**config.mk**
```make
export PLATFORM = sky130hd
export DESIGN_NAME = wavetable_sound_generator_3voice_flat
export DESIGN_NICKNAME = d
export VERILOG_FILES = /design/src/rtl/wsg_pkg.sv /design/src/rtl/wsg_stream_if.sv /design/src/rtl/wsg_ctrl.sv /design/src/rtl/wsg_datapath.sv /design/src/rtl/wavetable_sound_generator_3voice.sv /design/src/flat_wrapper.sv
export SDC_FILE = /design/constraint.sdc
export NUM_CORES = 1
export LEC_CHECK = 0
export BUFFER_PORTS_ARGS = -buffer_cell sky130_fd_sc_hd__buf_2
export CORE_AREA = 4 4 98 54
export CTS_BUF_LIST = sky130_fd_sc_hd__clkbuf_8 sky130_fd_sc_hd__clkbuf_16
export CTS_CLUSTER_SIZE = 25
export DETAILED_ROUTE_END_ITERATION = 10
export DIE_AREA = 0 0 102 58
export GPL_TIMING_DRIVEN = 0
export PLACE_DENSITY = 0.54
export RECOVER_POWER = 50
export SYNTH_ARGS = -nofsm -noshare
export SYNTH_HDL_FRONTEND = slang
export SYNTH_SLANG_ARGS = --single-unit
```
**constraint.sdc**
```tcl
create_clock -name clk_i -period 2.5 [get_ports clk_i]
set_input_delay 0.375 -clock clk_i [delete_from_list [all_inputs] [get_ports clk_i]]
set_output_delay 0.375 -clock clk_i [all_outputs]
set_load 0.01 [all_outputs]
```
**src/rtl/wsg_pkg.sv**
```systemverilog
// Shared types, constants and codes for the three-voice wavetable sound generator.
// No dependencies; every other file in rtl/ except wsg_stream_if refers to this package by scoped names.
package wsg_pkg;

  // Fixed geometry
  localparam int WAVE_LENGTH     = 32;   // samples per wave
  localparam int WAVE_POS_W      = 5;    // bits of a wave position
  localparam int REGISTER_COUNT  = 32;   // sound register file depth
  localparam int REG_AW          = 5;    // register file address width
  localparam int VOICES_WIRED    = 3;    // voices that own registers
  localparam int VOICE_STRIDE    = 5;    // register spacing between voices
  localparam int PHASE_W         = 20;   // phase counter width
  localparam int WSEL_W          = 3;    // wave select bits kept from the register

  // Register map (voice 0 base)
  localparam int REG_FREQ        = 'h10; // lowest frequency nibble of voice 0
  localparam int REG_VOL         = 'h15; // volume
  localparam int REG_WAVE        = 'h05; // wave select

  // Defaults for top-level parameters
  localparam int WAVE_COUNT_DEF  = 8;
  localparam int VOICE_LIMIT_DEF = 8;

  // Reset values and limits
  localparam logic [3:0] SILENT_NIBBLE   = 4'h8;
  localparam logic [3:0] VOICE_COUNT_RST = 4'd3;
  localparam logic [7:0] MIX_GAIN_RST    = 8'd16;
  localparam logic [6:0] AMP_SAT         = 7'd127;

  // Configuration port
  localparam int CFG_IDX_W  = 1;
  localparam int CFG_DATA_W = 8;

  typedef enum logic [CFG_IDX_W-1:0] {
    CFG_VOICE_COUNT = 1'b0,
    CFG_MIX_GAIN    = 1'b1
  } cfg_idx_e;

  // Command codes of an input item
  typedef enum logic [1:0] {
    CMD_REG_WRITE = 2'd0,
    CMD_TICK      = 2'd1,
    CMD_WAVE_LOAD = 2'd2
  } cmd_e;

  // Channel payloads
  typedef struct packed {
    logic [1:0] command;
    logic [7:0] address;
    logic [3:0] data;
  } cmd_t;

  typedef struct packed {
    logic signed [15:0] sample_out;
  } sample_t;

  // Controller to datapath commands
  typedef struct packed {
    logic clear_step;  // write one silent entry of the wave store
    logic take;        // an input transaction completes this cycle
    logic voice_read;  // advance phase of current voice, read its sample
    logic voice_acc;   // accumulate current voice, move to next voice
    logic clamp;       // clamp the sum, split sign and magnitude
    logic mul;         // magnitude times gain
    logic div_step;    // one quotient bit
    logic out_load;    // load the output register
  } ctrl_t;

  // Datapath to controller status
  typedef struct packed {
    logic clear_last;  // clearing pass at its last entry
    logic in_tick;     // offered item is a sample tick
    logic voice_last;  // current voice is the last active one
    logic div_last;    // last quotient bit
    logic out_free;    // output register can take a new sample
  } stat_t;

endpackage

```
**src/rtl/wsg_stream_if.sv**
```systemverilog
// Valid/ready stream interface used for the command and sample channels.
// Payload type is a parameter; payload structs come from wsg_pkg.
interface wsg_stream_if #(
  parameter type T = logic
);
  logic valid;
  logic ready;
  T     data;

  modport source (output valid, output data, input ready);
  modport sink   (input valid, input data, output ready);
endinterface

```
**src/rtl/wsg_ctrl.sv**
```systemverilog
// Sequencing state machine of the wavetable sound generator.
// Depends on wsg_pkg (ctrl_t, stat_t); drives wsg_datapath through ctrl_t.
module wsg_ctrl (
  input  logic          clk_i,
  input  logic          rst_ni,
  input  logic          in_valid_i,
  output logic          in_ready_o,
  input  wsg_pkg::stat_t stat_i,
  output wsg_pkg::ctrl_t ctrl_o
);

  typedef enum logic [7:0] {
    S_CLEAR = 8'b0000_0001,
    S_IDLE  = 8'b0000_0010,
    S_VREAD = 8'b0000_0100,
    S_VACC  = 8'b0000_1000,
    S_CLAMP = 8'b0001_0000,
    S_MUL   = 8'b0010_0000,
    S_DIV   = 8'b0100_0000,
    S_OUT   = 8'b1000_0000
  } state_e;

  state_e state_q, state_d;

  // Next state and command decode
  always_comb begin
    state_d    = state_q;
    ctrl_o     = '0;
    in_ready_o = 1'b0;
    case (state_q)
      S_CLEAR: begin
        ctrl_o.clear_step = 1'b1;
        if (stat_i.clear_last) state_d = S_IDLE;
      end
      S_IDLE: begin
        in_ready_o = 1'b1;
        if (in_valid_i) begin
          ctrl_o.take = 1'b1;
          if (stat_i.in_tick) state_d = S_VREAD;
        end
      end
      S_VREAD: begin
        ctrl_o.voice_read = 1'b1;
        state_d           = S_VACC;
      end
      S_VACC: begin
        ctrl_o.voice_acc = 1'b1;
        state_d          = stat_i.voice_last ? S_CLAMP : S_VREAD;
      end
      S_CLAMP: begin
        ctrl_o.clamp = 1'b1;
        state_d      = S_MUL;
      end
      S_MUL: begin
        ctrl_o.mul = 1'b1;
        state_d    = S_DIV;
      end
      S_DIV: begin
        ctrl_o.div_step = 1'b1;
        if (stat_i.div_last) state_d = S_OUT;
      end
      S_OUT: begin
        // wait until the previous sample has left
        if (stat_i.out_free) begin
          ctrl_o.out_load = 1'b1;
          state_d         = S_IDLE;
        end
      end
      default: state_d = S_IDLE;
    endcase
  end

  always_ff @(posedge clk_i or negedge rst_ni) begin
    if (!rst_ni) begin
      state_q <= S_CLEAR;
    end else begin
      state_q <= state_d;
    end
  end

  // Checks
  a_tick_starts_voices: assert property (@(posedge clk_i) disable iff (!rst_ni)
    (in_valid_i && in_ready_o && stat_i.in_tick) |=> (state_q == S_VREAD))
    else $error("tick transaction did not start the voice loop");

  a_div_ends: assert property (@(posedge clk_i) disable iff (!rst_ni)
    (state_q == S_DIV && stat_i.div_last) |=> (state_q == S_OUT))
    else $error("division did not hand over to output");

  a_out_waits: assert property (@(posedge clk_i) disable iff (!rst_ni)
    (state_q == S_OUT && !stat_i.out_free) |=> (state_q == S_OUT))
    else $error("sample dropped while output register busy");

endmodule

```
**src/rtl/wsg_datapath.sv**
```systemverilog
// Datapath: sound registers, phase counters, wave store, mixer, scaler, output register.
// Depends on wsg_pkg; steered by wsg_ctrl through ctrl_t, reports through stat_t.
module wsg_datapath #(
  parameter int WAVE_COUNT  = wsg_pkg::WAVE_COUNT_DEF,
  parameter int VOICE_LIMIT = wsg_pkg::VOICE_LIMIT_DEF
) (
  input  logic                            clk_i,
  input  logic                            rst_ni,
  input  logic                            cfg_we_i,
  input  logic [wsg_pkg::CFG_IDX_W-1:0]   cfg_idx_i,
  input  logic [wsg_pkg::CFG_DATA_W-1:0]  cfg_data_i,
  input  wsg_pkg::cmd_t                   cmd_i,
  input  wsg_pkg::ctrl_t                  ctrl_i,
  output wsg_pkg::stat_t                  stat_o,
  output logic                            out_valid_o,
  input  logic                            out_ready_i,
  output wsg_pkg::sample_t                out_data_o
);

  localparam int StoreSize = WAVE_COUNT * wsg_pkg::WAVE_LENGTH;
  localparam int StoreAw   = $clog2(StoreSize);
  localparam int PW        = wsg_pkg::PHASE_W;

  // Configuration registers
  logic [3:0] voice_count_q;
  logic [7:0] mix_gain_q;

  always_ff @(posedge clk_i or negedge rst_ni) begin
    if (!rst_ni) begin
      voice_count_q <= wsg_pkg::VOICE_COUNT_RST;
      mix_gain_q    <= wsg_pkg::MIX_GAIN_RST;
    end else if (cfg_we_i) begin
      if (cfg_idx_i == wsg_pkg::CFG_VOICE_COUNT) voice_count_q <= cfg_data_i[3:0];
      if (cfg_idx_i == wsg_pkg::CFG_MIX_GAIN)    mix_gain_q    <= cfg_data_i;
    end
  end

  // Effective voice count and last active voice
  logic [3:0] n_eff;
  logic [1:0] active_last;

  always_comb begin
    if (voice_count_q == 4'd0) n_eff = 4'd1;
    else if (voice_count_q > 4'(VOICE_LIMIT)) n_eff = 4'(VOICE_LIMIT);
    else n_eff = voice_count_q;
    active_last = (n_eff >= 4'(wsg_pkg::VOICES_WIRED)) ? 2'(wsg_pkg::VOICES_WIRED - 1)
                                                         : 2'(n_eff - 4'd1);
  end

  // Sound register file
  logic [3:0] regs_q [wsg_pkg::REGISTER_COUNT];
  logic       reg_we;

  assign reg_we = ctrl_i.take && (cmd_i.command == wsg_pkg::CMD_REG_WRITE)
               && (cmd_i.address[7:wsg_pkg::REG_AW] == '0);

  always_ff @(posedge clk_i or negedge rst_ni) begin
    if (!rst_ni) begin
      for (int i = 0; i < wsg_pkg::REGISTER_COUNT; i++) regs_q[i] <= 4'h0;
    end else if (reg_we) begin
      regs_q[cmd_i.address[wsg_pkg::REG_AW-1:0]] <= cmd_i.data;
    end
  end

  // Per-voice register fields, at fixed places
  logic [PW-1:0]              freq_v [wsg_pkg::VOICES_WIRED];
  logic [3:0]                 vol_v  [wsg_pkg::VOICES_WIRED];
  logic [wsg_pkg::WSEL_W-1:0] wsel_v [wsg_pkg::VOICES_WIRED];

  always_comb begin
    for (int v = 0; v < wsg_pkg::VOICES_WIRED; v++) begin
      freq_v[v] = {regs_q[5'(wsg_pkg::REG_FREQ + 4 + wsg_pkg::VOICE_STRIDE * v)],
                   regs_q[5'(wsg_pkg::REG_FREQ + 3 + wsg_pkg::VOICE_STRIDE * v)],
                   regs_q[5'(wsg_pkg::REG_FREQ + 2 + wsg_pkg::VOICE_STRIDE * v)],
                   regs_q[5'(wsg_pkg::REG_FREQ + 1 + wsg_pkg::VOICE_STRIDE * v)],
                   (v == 0) ? regs_q[5'(wsg_pkg::REG_FREQ)] : 4'h0};
      vol_v[v]  = regs_q[5'(wsg_pkg::REG_VOL + wsg_pkg::VOICE_STRIDE * v)];
      wsel_v[v] = regs_q[5'(wsg_pkg::REG_WAVE + wsg_pkg::VOICE_STRIDE * v)]
                  [wsg_pkg::WSEL_W-1:0];
    end
  end

  // Current voice selection
  logic [1:0]                 voice_q;
  logic [PW-1:0]              phase_q [wsg_pkg::VOICES_WIRED];
  logic [PW-1:0]              cur_freq, cur_phase, phase_sum;
  logic [3:0]                 cur_vol;
  logic [wsg_pkg::WSEL_W-1:0] cur_wsel;
  logic                       voice_on;

  always_comb begin
    case (voice_q)
      2'd0: begin
        cur_freq = freq_v[0]; cur_vol = vol_v[0]; cur_wsel = wsel_v[0];
        cur_phase = phase_q[0];
      end
      2'd1: begin
        cur_freq = freq_v[1]; cur_vol = vol_v[1]; cur_wsel = wsel_v[1];
        cur_phase = phase_q[1];
      end
      default: begin
        cur_freq = freq_v[2]; cur_vol = vol_v[2]; cur_wsel = wsel_v[2];
        cur_phase = phase_q[2];
      end
    endcase
  end

  assign voice_on  = (cur_vol != 4'h0) && (cur_freq != '0);
  assign phase_sum = cur_phase + cur_freq;

  // Phase counters
  always_ff @(posedge clk_i or negedge rst_ni) begin
    if (!rst_ni) begin
      for (int i = 0; i < wsg_pkg::VOICES_WIRED; i++) phase_q[i] <= '0;
    end else if (ctrl_i.voice_read && voice_on) begin
      phase_q[voice_q] <= phase_sum;
    end
  end

  // Wave store: clearing pass, loads, registered sample read
  logic [3:0]         wave_mem [StoreSize];
  logic [3:0]         rd_q;
  logic [StoreAw-1:0] clr_addr_q;
  logic [7:0]         rd_idx;
  logic               rd_in_range;
  logic               mem_we;
  logic [StoreAw-1:0] mem_waddr;
  logic [3:0]         mem_wdata;

  assign rd_idx      = {cur_wsel, phase_sum[PW-1 -: wsg_pkg::WAVE_POS_W]};
  assign rd_in_range = {24'h0, rd_idx} < 32'(StoreSize);

  assign mem_we    = ctrl_i.clear_step
                  || (ctrl_i.take && (cmd_i.command == wsg_pkg::CMD_WAVE_LOAD)
                      && ({24'h0, cmd_i.address} < 32'(StoreSize)));
  assign mem_waddr = ctrl_i.clear_step ? clr_addr_q : StoreAw'(cmd_i.address);
  assign mem_wdata = ctrl_i.clear_step ? wsg_pkg::SILENT_NIBBLE : cmd_i.data;

  always_ff @(posedge clk_i) begin
    if (mem_we) wave_mem[mem_waddr] <= mem_wdata;
    if (ctrl_i.voice_read) rd_q <= wave_mem[StoreAw'(rd_idx)];
  end

  always_ff @(posedge clk_i or negedge rst_ni) begin
    if (!rst_ni) begin
      clr_addr_q <= '0;
    end else if (ctrl_i.clear_step) begin
      clr_addr_q <= clr_addr_q + 1'b1;
    end
  end

  // Voice loop and accumulator
  logic              hit_q;
  logic [3:0]        vol_q;
  logic signed [9:0] sum_q;
  logic signed [3:0] amp_s;
  logic signed [4:0] vol_s;
  logic signed [8:0] prod;

  assign amp_s = {~rd_q[3], rd_q[2:0]};  // nibble minus eight
  assign vol_s = {1'b0, vol_q};
  assign prod  = 9'(amp_s) * 9'(vol_s);

  always_ff @(posedge clk_i or negedge rst_ni) begin
    if (!rst_ni) begin
      voice_q <= 2'd0;
      hit_q   <= 1'b0;
    end else begin
      if (ctrl_i.take) voice_q <= 2'd0;
      else if (ctrl_i.voice_acc) voice_q <= voice_q + 2'd1;
      if (ctrl_i.voice_read) hit_q <= voice_on && rd_in_range;
    end
  end

  always_ff @(posedge clk_i) begin
    if (ctrl_i.voice_read) vol_q <= cur_vol;
    if (ctrl_i.take) sum_q <= '0;
    else if (ctrl_i.voice_acc && hit_q) sum_q <= sum_q + 10'(prod);
  end

  // Clamp to the voice-count range, split into sign and magnitude
  logic signed [11:0] sum_ext, half, lo, hi, clamped, abs_val;
  logic               neg_q;
  logic [10:0]        mag_q;

  always_comb begin
    sum_ext = 12'(sum_q);
    half    = {1'b0, n_eff, 7'b0};
    lo      = -half;
    hi      = half - 12'sd1;
    if (sum_ext < lo) clamped = lo;
    else if (sum_ext > hi) clamped = hi;
    else clamped = sum_ext;
    abs_val = clamped[11] ? -clamped : clamped;
  end

  // Gain multiply, then restoring division by the effective voice count (n_eff) * 16, one bit a cycle
  logic [18:0] rem_q, den_shift;
  logic [7:0]  den, quo_q;
  logic [2:0]  bit_q;

  assign den       = {n_eff, 4'b0};
  assign den_shift = 19'(den) << bit_q;

  always_ff @(posedge clk_i) begin
    if (ctrl_i.clamp) begin
      neg_q <= clamped[11];
      mag_q <= abs_val[10:0];
    end
    if (ctrl_i.mul) begin
      rem_q <= 19'(mag_q) * 19'(mix_gain_q);
      quo_q <= '0;
    end else if (ctrl_i.div_step && (rem_q >= den_shift)) begin
      rem_q        <= rem_q - den_shift;
      quo_q[bit_q] <= 1'b1;
    end
  end

  always_ff @(posedge clk_i or negedge rst_ni) begin
    if (!rst_ni) begin
      bit_q <= 3'd7;
    end else if (ctrl_i.mul) begin
      bit_q <= 3'd7;
    end else if (ctrl_i.div_step) begin
      bit_q <= bit_q - 3'd1;
    end
  end

  // Saturate, restore sign, output register
  logic [6:0]  val;
  logic [15:0] mag16;
  logic        out_valid_q;
  logic [15:0] out_q;

  assign val   = quo_q[7] ? wsg_pkg::AMP_SAT : quo_q[6:0];
  assign mag16 = {1'b0, val, 8'h00};

  always_ff @(posedge clk_i or negedge rst_ni) begin
    if (!rst_ni) begin
      out_valid_q <= 1'b0;
    end else if (ctrl_i.out_load) begin
      out_valid_q <= 1'b1;
    end else if (out_ready_i) begin
      out_valid_q <= 1'b0;
    end
  end

  always_ff @(posedge clk_i) begin
    if (ctrl_i.out_load) out_q <= neg_q ? (16'h0 - mag16) : mag16;
  end

  assign out_valid_o           = out_valid_q;
  assign out_data_o.sample_out = out_q;

  // Status
  assign stat_o.clear_last = (clr_addr_q == StoreAw'(StoreSize - 1));
  assign stat_o.in_tick    = (cmd_i.command == wsg_pkg::CMD_TICK);
  assign stat_o.voice_last = (voice_q == active_last);
  assign stat_o.div_last   = (bit_q == 3'd0);
  assign stat_o.out_free   = !out_valid_q || out_ready_i;

  // Checks
  a_out_loaded: assert property (@(posedge clk_i) disable iff (!rst_ni)
    ctrl_i.out_load |=> out_valid_q)
    else $error("output register not loaded");

  a_voice_advance: assert property (@(posedge clk_i) disable iff (!rst_ni)
    (ctrl_i.voice_acc && !ctrl_i.take) |=> (voice_q == $past(voice_q) + 2'd1))
    else $error("voice index did not advance");

  a_voice_bound: assert property (@(posedge clk_i) disable iff (!rst_ni)
    ctrl_i.voice_read |-> (voice_q <= active_last))
    else $error("voice beyond the active count");

endmodule

```
**src/rtl/wavetable_sound_generator_3voice.sv**
```systemverilog
// Top level of the three-voice wavetable sound generator.
// Depends on wsg_pkg, wsg_stream_if, wsg_ctrl and wsg_datapath.
//
// Usage: cmd_i carries one transaction per command: a sound register write, a
//   waveform store load, or a sample tick. sample_o returns one mixed sample
//   for each tick and nothing for the other commands.
//   cfg_we_i/cfg_idx_i/cfg_data_i write voice_count (index 0) and mix_gain
//   (index 1); write them only while the block is idle.
// Operation: register writes and store loads are taken in the idle state and
//   leave the block idle. A tick runs, in order, the voice loop over the V active
//   voices (V = 1..3), clamp, gain multiply, division and output load; the
//   voice loop runs one voice at a time through the single store read port,
//   and the gain scaling runs one quotient bit per cycle.
// Reset: the waveform store is swept to the silent value, one entry per
//   cycle, over all WAVE_COUNT*32 entries (256 by default); cmd_i.ready stays low
//   meanwhile. Registers, phase counters and configuration take reset values.
// Stalls: a finished sample sits in the output register until taken; the
//   block accepts further writes and loads meanwhile, and a following tick
//   holds its result back until the register is free.
module wavetable_sound_generator_3voice #(
  parameter int WAVE_COUNT  = wsg_pkg::WAVE_COUNT_DEF,
  parameter int VOICE_LIMIT = wsg_pkg::VOICE_LIMIT_DEF
) (
  input  logic                           clk_i,
  input  logic                           rst_ni,
  input  logic                           cfg_we_i,
  input  logic [wsg_pkg::CFG_IDX_W-1:0]  cfg_idx_i,
  input  logic [wsg_pkg::CFG_DATA_W-1:0] cfg_data_i,
  wsg_stream_if.sink                     cmd_i,
  wsg_stream_if.source                   sample_o
);

  wsg_pkg::ctrl_t   ctrl;
  wsg_pkg::stat_t   stat;
  wsg_pkg::cmd_t    cmd_data;
  wsg_pkg::sample_t smp_data;
  logic             in_ready;
  logic             out_valid;

  assign cmd_data      = cmd_i.data;
  assign cmd_i.ready   = in_ready;
  assign sample_o.valid = out_valid;
  assign sample_o.data  = smp_data;

  wsg_ctrl u_ctrl (
    .clk_i      (clk_i),
    .rst_ni     (rst_ni),
    .in_valid_i (cmd_i.valid),
    .in_ready_o (in_ready),
    .stat_i     (stat),
    .ctrl_o     (ctrl)
  );

  wsg_datapath #(
    .WAVE_COUNT  (WAVE_COUNT),
    .VOICE_LIMIT (VOICE_LIMIT)
  ) u_datapath (
    .clk_i       (clk_i),
    .rst_ni      (rst_ni),
    .cfg_we_i    (cfg_we_i),
    .cfg_idx_i   (cfg_idx_i),
    .cfg_data_i  (cfg_data_i),
    .cmd_i       (cmd_data),
    .ctrl_i      (ctrl),
    .stat_o      (stat),
    .out_valid_o (out_valid),
    .out_ready_i (sample_o.ready),
    .out_data_o  (smp_data)
  );

endmodule
```
**src/flat_wrapper.sv**
```systemverilog
// flat-port wrapper written by rule: the top's interface ports become plain ports
module wavetable_sound_generator_3voice_flat 
#(
  parameter int WAVE_COUNT  = wsg_pkg::WAVE_COUNT_DEF,
  parameter int VOICE_LIMIT = wsg_pkg::VOICE_LIMIT_DEF
)
  (clk_i, rst_ni, cfg_we_i, cfg_idx_i, cfg_data_i, cmd_i_valid, cmd_i_data, cmd_i_ready, sample_o_valid, sample_o_data, sample_o_ready);
  wsg_stream_if cmd_i_i ();
  wsg_stream_if sample_o_i ();
  input  logic clk_i;
  input  logic rst_ni;
  input  logic cfg_we_i;
  input  logic [wsg_pkg::CFG_IDX_W-1:0] cfg_idx_i;
  input  logic [wsg_pkg::CFG_DATA_W-1:0] cfg_data_i;
  input wire logic [$bits(cmd_i_i.valid)-1:0] cmd_i_valid;
  input wire logic [$bits(cmd_i_i.data)-1:0] cmd_i_data;
  output wire logic [$bits(cmd_i_i.ready)-1:0] cmd_i_ready;
  output wire logic [$bits(sample_o_i.valid)-1:0] sample_o_valid;
  output wire logic [$bits(sample_o_i.data)-1:0] sample_o_data;
  input wire logic [$bits(sample_o_i.ready)-1:0] sample_o_ready;
  assign cmd_i_i.valid = cmd_i_valid;
  assign cmd_i_i.data = cmd_i_data;
  assign cmd_i_ready = cmd_i_i.ready;
  assign sample_o_valid = sample_o_i.valid;
  assign sample_o_data = sample_o_i.data;
  assign sample_o_i.ready = sample_o_ready;
  wavetable_sound_generator_3voice #(.WAVE_COUNT(WAVE_COUNT), .VOICE_LIMIT(VOICE_LIMIT)) u_core (.clk_i(clk_i), .rst_ni(rst_ni), .cfg_we_i(cfg_we_i), .cfg_idx_i(cfg_idx_i), .cfg_data_i(cfg_data_i), .cmd_i(cmd_i_i), .sample_o(sample_o_i));
endmodule
```
==> metrics <==
Layout area overhead=14.3%; Rel. slew slack=a little under a tenth; syn avg cell area=10.9 um2; EDFF count, synth=0; Final #Nets=154; CP max FO=5; asr flop ratio synth=100%; Seq/Total Area, Yosys=approximately half; synth top area cells=dfrtp_1 39%, dfstp_2 12%, xnor2_1 5.4%, nand2_1 4.1%, ha_1 3.9%; Synth Flop Type=dfrtp_1; Worst Max-Slew Pin Slew=roughly 1400 ps; Req. time, crit path=~2100 ps; Die Wd=between 100 and 150 um; number of global-route vias before repair=approximately 910; crit path DAT=about 1900 ps; most numerous cell in the Yosys netlist=dfrtp_1; status=completed; die height=58 um; drt pass-1 iters=4; fin crit period=between 2000 and 2500 ps; Longest Clk Path Bufs=2; HP Class=in -> reg; Crit path max-delay family=simple AND/OR/NAND/NOR gates; core footprint=roughly 4300 um2; IO Pins=18; Layout Skew=7.58 ps; DIE AREA=approximately 5900 um2; Yosys reg bits=26; post-DR vias/cell=4.61; Commonest cells post-synth=20 x dfrtp_1, 14 x nand2_1, 8 x nor2_1, 8 x xnor2_1, 6 x dfstp_2; Clock Pin Slew Worst Setup and Hold Paths=~80 ps; CTS tree=done; Worst setup EP type=primary output; Worst-Skew Late Latency=about 270 ps; Leak=between 0.6 and 0.7 nW; RSZ-0062 raised after global routing=no; crit path kind=reg -> out; crit path cell chain=or4_4, nor4_4, buf_2; Port Buf Inserts=11; MaxCap Viol Count=0; post-route ant nets=0; Rows=17; final total power=0.734 mW; # diodes=0; CP max stage delay=approximately 600 ps; crit path launch=u_core.u_ctrl.state_q[7]$_DFFE_PN0P_; H-tree Lvls=1; Peak VDD IR=around 0.00019 V; via count=just under 900; hold violation count in the final report=0; min-delay src=cmd_i_valid; CTS buffer count=3; Syn Nets=around 140; library cells used by synthesis=34; post-synth top area share=38.6%; Post-CTS Setup Inserts=0; largest net degree at the start of global routing=27; cell count after synthesis=roughly 120; DRC=0; CTS root buf=clkbuf_8; period utilization=between 90% and 100%; Critical Path Source Type=flip-flop; Remaining Overflow, GRT=0; R2R Path Start=u_core.u_ctrl.state_q[7]$_DFFE_PN0P_; WL/cell=about 11 um; global-route wire length before repair=roughly 4100 um; Starting Density=29.8%; synthesized area=around 1300 um2; clock sinks=26; Slew Limit Fails=0; P per Cell Area=slightly below 500 nW/um2; final setup violating endpoints=0; DP HPWL=about 1600 um; WP buf/inv=1; layout cells sized above 1=23.9%; setup TNS=0 ps; Peak Freq=approximately 440 MHz; RePlAce Congestion=between 0.7 and 0.8; initial drt markers=49; All-Layer GR Usage=slightly below 9%; Routed WL=approximately 2200 um; Synth area leader=dfrtp_1; YS warnings=0; Crit-path slowest cell=or4_4; initial antenna violation count=0
==> where the power goes <==
| part | internal (mW) | switching, mW | leakage [nW] |
|---|---|---|---|
| sequential | 0.434 | 0.00840 | 0.332 |
| combinational | 0.0290 | 0.0274 | 0.292 |
| clock | 0.110 | 0.125 | 0.0269 |
==> cells in the final DEF, fill, tap and decap left out, types with 2 or more instances in the layout <==
cell type,Yosys,routed
nand4_1,3,3
xor2_1,4,4
nand3_1,2,2
inv_1,5,6
a21oi_1,3,3
nand2_1,14,14
xnor2_1,8,8
nand4b_1,2,2
ha_1,4,4
nor4_1,4,3
nor3b_1,2,2
nand3b_1,2,2
nor2b_1,2,2
o211ai_1,2,2
dfrtp_1,20,20
nand2b_1,5,5
clkbuf_8,0,3
or4_4,2,2
nor3_1,3,3
buf_2,0,10
nor2_1,8,8
mux2_2,4,4
o21ai_0,2,2
dfstp_2,6,6
==> final timing paths <==
path | to | cells after the start | slack [ps]
setup / recovery | cmd_i_ready | 3 | 230
max in group asynchronous | u_core.u_ctrl.state_q[2]$_DFFE_PN0P_ | 1 | 1300
hold reg to reg | u_core.u_datapath.clr_addr_q[7]$_DFFE_PN0P_ | 1 | 470
hold / removal | u_core.u_datapath.voice_q[0]$_DFFE_PN0P_ | 2 | 280
setup reg to reg | u_core.u_datapath.clr_addr_q[7]$_DFFE_PN0P_ | 5 | 240
min in group asynchronous | u_core.u_ctrl.state_q[5]$_DFFE_PN0P_ | 1 | 400
==> cell type report <==
cell class	count	area (um2)
buffer	2	18.8
clock buffer	3	41.3
clock inverter	1	3.75
fill	466	2860
inverter	5	18.8
multi-input combinational	86	614
sequential	26	658
tap	57	71.3
timing repair buffer	11	53.8
==> worst reg2reg max path, delay by kind of cell (launching register included) <==
family / cells / cell delay [ps]
and+or+nand+nor: 4 / 1610
DFF: 1 / 430
xor gates and xnor gates: 1 / 160
==> registers in the layout (all words and copies together), names as in the netlist <==
register	cells
u_core.u_ctrl.state_q	8
u_core.u_datapath.bit_q	3
u_core.u_datapath.clr_addr_q	8
u_core.u_datapath.out_valid_o	1
u_core.u_datapath.voice_count_q	4
u_core.u_datapath.voice_q	2
==> repair_timing <==
item	CTS	global route
endpoints found under the hold margin	0	0
endpoints found under the setup margin	1	1
pin swaps	0	0
hold buffers	0	0
resized for setup	1	1
==> layer usage <==
layer | share of wire, % | global-route usage, % | up-vias
met5 | 0 | 0 | -
li1 | - | - | 445
met1 | 50 | 11.6 | 421
met3 | 2.5 | 2.04 | 2
met4 | 1.2 | 3.93 | 0
met2 | 46 | 14.0 | 12
==> stage by stage <==
step           instances  area [um2]  worst slack (ps)  utilization (%)  hold slack, ps
6_report             191        1480               225             34.1             278
5_1_grt              191        1480              44.4             34.1             263
4_1_cts              191        1470              66.1             33.9             107
3_5_place_dp         187        1420              97.5             32.8             411
3_3_place_gp         187        1420               129             32.8             411
2_1_floorplan        119        1290               359                -            79.4
==> cell families (layout without fill, tap and decap cells) <==
| logic type | after synthesis | count (layout) | share of synthesized area, % |
|---|---|---|---|
| and+or+nand+nor | 53 | 53 | 22.9 |
| DFF | 26 | 26 | 50.8 |
| AOI/OAI and AO/OA | 12 | 12 | 7.63 |
| xor gates and xnor gates | 12 | 12 | 8.12 |
| buffers and inverters | 7 | 22 | 2.90 |
| adders and majority gates | 4 | 4 | 3.86 |
| muxes | 4 | 4 | 3.48 |
| other | 1 | 1 | 0.290 |
(Power assumes the default switching activity.)
